==> config.mk <==
export PLATFORM = sky130hd
export DESIGN_NAME = sgca_ram
export DESIGN_NICKNAME = d
export VERILOG_FILES = /design/src/design/sgca_ram.sv
export SDC_FILE = /design/constraint.sdc
export NUM_CORES = 1
export LEC_CHECK = 0
export BUFFER_PORTS_ARGS = -buffer_cell sky130_fd_sc_hd__buf_2
export CAP_MARGIN = 10
export CORE_UTILIZATION = 35
export CTS_CLUSTER_SIZE = 25
export DETAILED_ROUTE_END_ITERATION = 6
export GPL_ROUTABILITY_DRIVEN = 0
export GPL_TIMING_DRIVEN = 0
export MAX_ROUTING_LAYER = met4
export PLACE_DENSITY = 0.61
export SYNTH_ARGS = -nofsm -noshare
export SYNTH_HDL_FRONTEND = slang
export SYNTH_SLANG_ARGS = --single-unit
==> constraint.sdc <==
create_clock -name clk -period 2.5 [get_ports clk]
set_input_delay 0 -clock clk [delete_from_list [all_inputs] [get_ports clk]]
set_output_delay 0 -clock clk [all_outputs]
set_load 0.01 [all_outputs]
==> src/design/sgca_ram.sv <==
// Generic single-port-write, single-port-read synchronous RAM with a registered read port.
// Used for the cell store and the overflow table; no package dependencies.
module sgca_ram #(
  parameter int AW = 6,
  parameter int DW = 8
) (
  input  logic          clk,
  input  logic          we,
  input  logic [AW-1:0] waddr,
  input  logic [DW-1:0] wdata,
  input  logic          re,
  input  logic [AW-1:0] raddr,
  output logic [DW-1:0] rdata
);

  logic [DW-1:0] mem [1<<AW];

  // write port
  always_ff @(posedge clk) begin
    if (we) begin
      mem[waddr] <= wdata;
    end
  end

  // registered read port
  always_ff @(posedge clk) begin
    if (re) begin
      rdata <= mem[raddr];
    end
  end

endmodule

==> metrics.txt <==
largest net degree at the start of global routing=65; cell area after synthesis=20200 sq um; CTS tree=built; number of global-route vias before repair=9918; CTS Buf Count=51; Buf+Inv Stages, Crit Path=4; Clock Skews=0.00741 ns; critical path's slowest cell=o41ai_1; EDFF count, synth=520; Hold WC Path Type=in -> reg; Ports=31; H-Tree Depth=2; library cells used by synthesis=39; first-pass GRT wire length=70.1 mm; final worst setup slack=0.0228 ns; WL final=48.5 mm; clk root buf=clkbuf_16; Starting Density=35.6%; number of clock sinks=520; Post-DP HPWL=30.7 mm; most frequent cells in the layout=520 x edfxtp_1, 126 x mux4_2, 83 x nor2_1; Iter 0 DRT Violations=1330; headroom to the max-slew limit=16.9%; CP Class=in -> reg; Reg clk slew, reported paths=0.06 ns; average size of a mapped cell=21.5 sq um; CP max stage delay=0.82 ns; DR vias/cell=5.41; grt ovf=0; total power=18.3 mW; Layout Nets=1045; CP endpoint kind=flip-flop; core area=56800 sq um; Power Density=793 nW/um^2; Longest Clk Path Bufs=3; Fmax=404 MHz; worst endpoint required time=2.77 ns; P_leak=7.07 nW; Post-Syn Nets=963; max-slew violations=0; cell family with most CP delay=buffers and inverters; Skew-Pair Late Insertion Delay=0.58 ns; initial antenna violation count=4; final setup violating endpoints=0; CP Max Fanout=10; Rows=87; top_reg_cell synth=edfxtp_1; max capacitance violation total=0; drt pass-1 iters=7; final hold vios=0; Chip Width=243 um; register area share after synthesis=77.1%; Die ar.=58800 sq um; WP data arrival=2.75 ns; drc violations=7; Final period util=99.1%; CP Launch Type=input pin; Wirelength per Cell=26.7 um; cell chain of the critical path=buf_4 > buf_2 > buf_4 > buf_2 > nand3b_1 > o22ai_1 > o41ai_1; share of cells above drive strength 1=25.0%; Final ANT Viol Nets=0; worst vdd ir=0.000482 V; Least-Margin Pin Slew=1.25 ns; fin crit period=2.48 ns; P&R area growth vs syn=13.9%; status=complete, but fails checks; synthesis-stage register bit count=520; most common cell after layout, fill and taps aside=edfxtp_1; Vias=9855; failing checks=DRC; die height=243 um; asr flop ratio synth=0%; PostCTS Resize Cnt=0; I/O Buffers=22; Ys Warns=0; post-CTS setup buffer count=0; total track usage=17.2%; unrepaired setup endpoints after global routing=false; pre-CTS WS=-0.515 ns; post-synthesis instance total=940
[worst min-delay path, cell delays in order]
cell and delay, ns:
clkbuf_1 0.19, nand2_1 0.12, nor2_1 0.17
[cell type report]
type,count,area (sq um)
diodes,4,10.0
plain buffers,50,313
clock buffers,67,1380
clock inverters,24,267
fillers,5007,33800
multi-input cells,369,4320
flip-flops and latches,520,15600
well taps,756,946
repair buffers,30,220
[flip-flops by register name (all words and copies together) (netlist names)]
signal and cells:
mem 512, rdata 8
[timing repair]
item / CTS / global route
hold buffers: 2 / 3
setup endpoints to repair: 0 / 2
hold endpoints to repair: 10 / 47
[synth_stat cells (4+ instances only)]
| cell type | instances | area [sq um] |
|---|---|---|
| buf_6 | 4 | 45.0 |
| edfxtp_1 | 520 | 15600 |
| o221ai_1 | 8 | 70.1 |
| o22ai_1 | 8 | 50.1 |
| a221oi_1 | 6 | 52.6 |
| nand2_1 | 19 | 71.3 |
| nand3_1 | 13 | 65.1 |
| mux2i_1 | 23 | 230 |
| nand2b_1 | 7 | 43.8 |
| buf_4 | 13 | 97.6 |
| buf_1 | 4 | 15.0 |
| nor2_1 | 83 | 312 |
| mux2_2 | 13 | 146 |
| a211oi_1 | 4 | 30.0 |
| nor3_1 | 7 | 35.0 |
| nor2b_1 | 14 | 87.6 |
| mux4_2 | 126 | 2840 |
| clkbuf_1 | 17 | 63.8 |
| buf_2 | 11 | 55.1 |
[cell families (layout without fill, tap and decap cells)]
group	Yosys count	in the layout	synth area share, %
buffers and inverters	51	171	1.56
and+or+nand+nor	153	153	3.37
AOI/OAI and AO/OA	54	54	2.06
other	0	4	0
muxes	162	162	15.9
DFF	520	520	77.1
[where the power goes]
group / internal, mW / total, mW / switching (mW)
clock: 4.48 / 7.63 / 3.14
sequential: 9.67 / 9.69 / 0.0141
combinational: 0.351 / 0.978 / 0.627
[final timing paths]
kind	from	endpoint	slack, ns	cells past startpoint
hold reg to reg	mem[7][7]	rdata[7]	1.09	4
setup reg to reg	mem[21][4]	rdata[4]	0.16	5
hold / removal	waddr[2]	mem[54][0]	0.11	3
setup / recovery	raddr[1]	rdata[3]	0.02	7
[per-layer routing]
metal | GRT usage, % | share of wire, % | up-vias
li1 | - | - | 4098
met1 | 22.9 | 42 | 5201
met2 | 25.5 | 46 | 437
met3 | 4.14 | 8.3 | 119
met4 | 6.16 | 3.5 | 0
met5 | - | 0 | -
[through the flow]
stage	cell area (sq um)	hold slack (ns)	std cells	utilization, %	setup TNS [ns]
2_1_floorplan	20200	0.0989	940	-	0
3_3_place_gp	21300	0.339	1718	37.5	-2.66
3_5_place_dp	21300	0.339	1718	37.5	-2.81
4_1_cts	23000	0.0874	1811	40.4	0
5_1_grt	23100	0.153	1820	40.6	0
6_report	23100	0.110	1820	40.6	0
No activity file was read; power rests on OpenSTA's default activity.
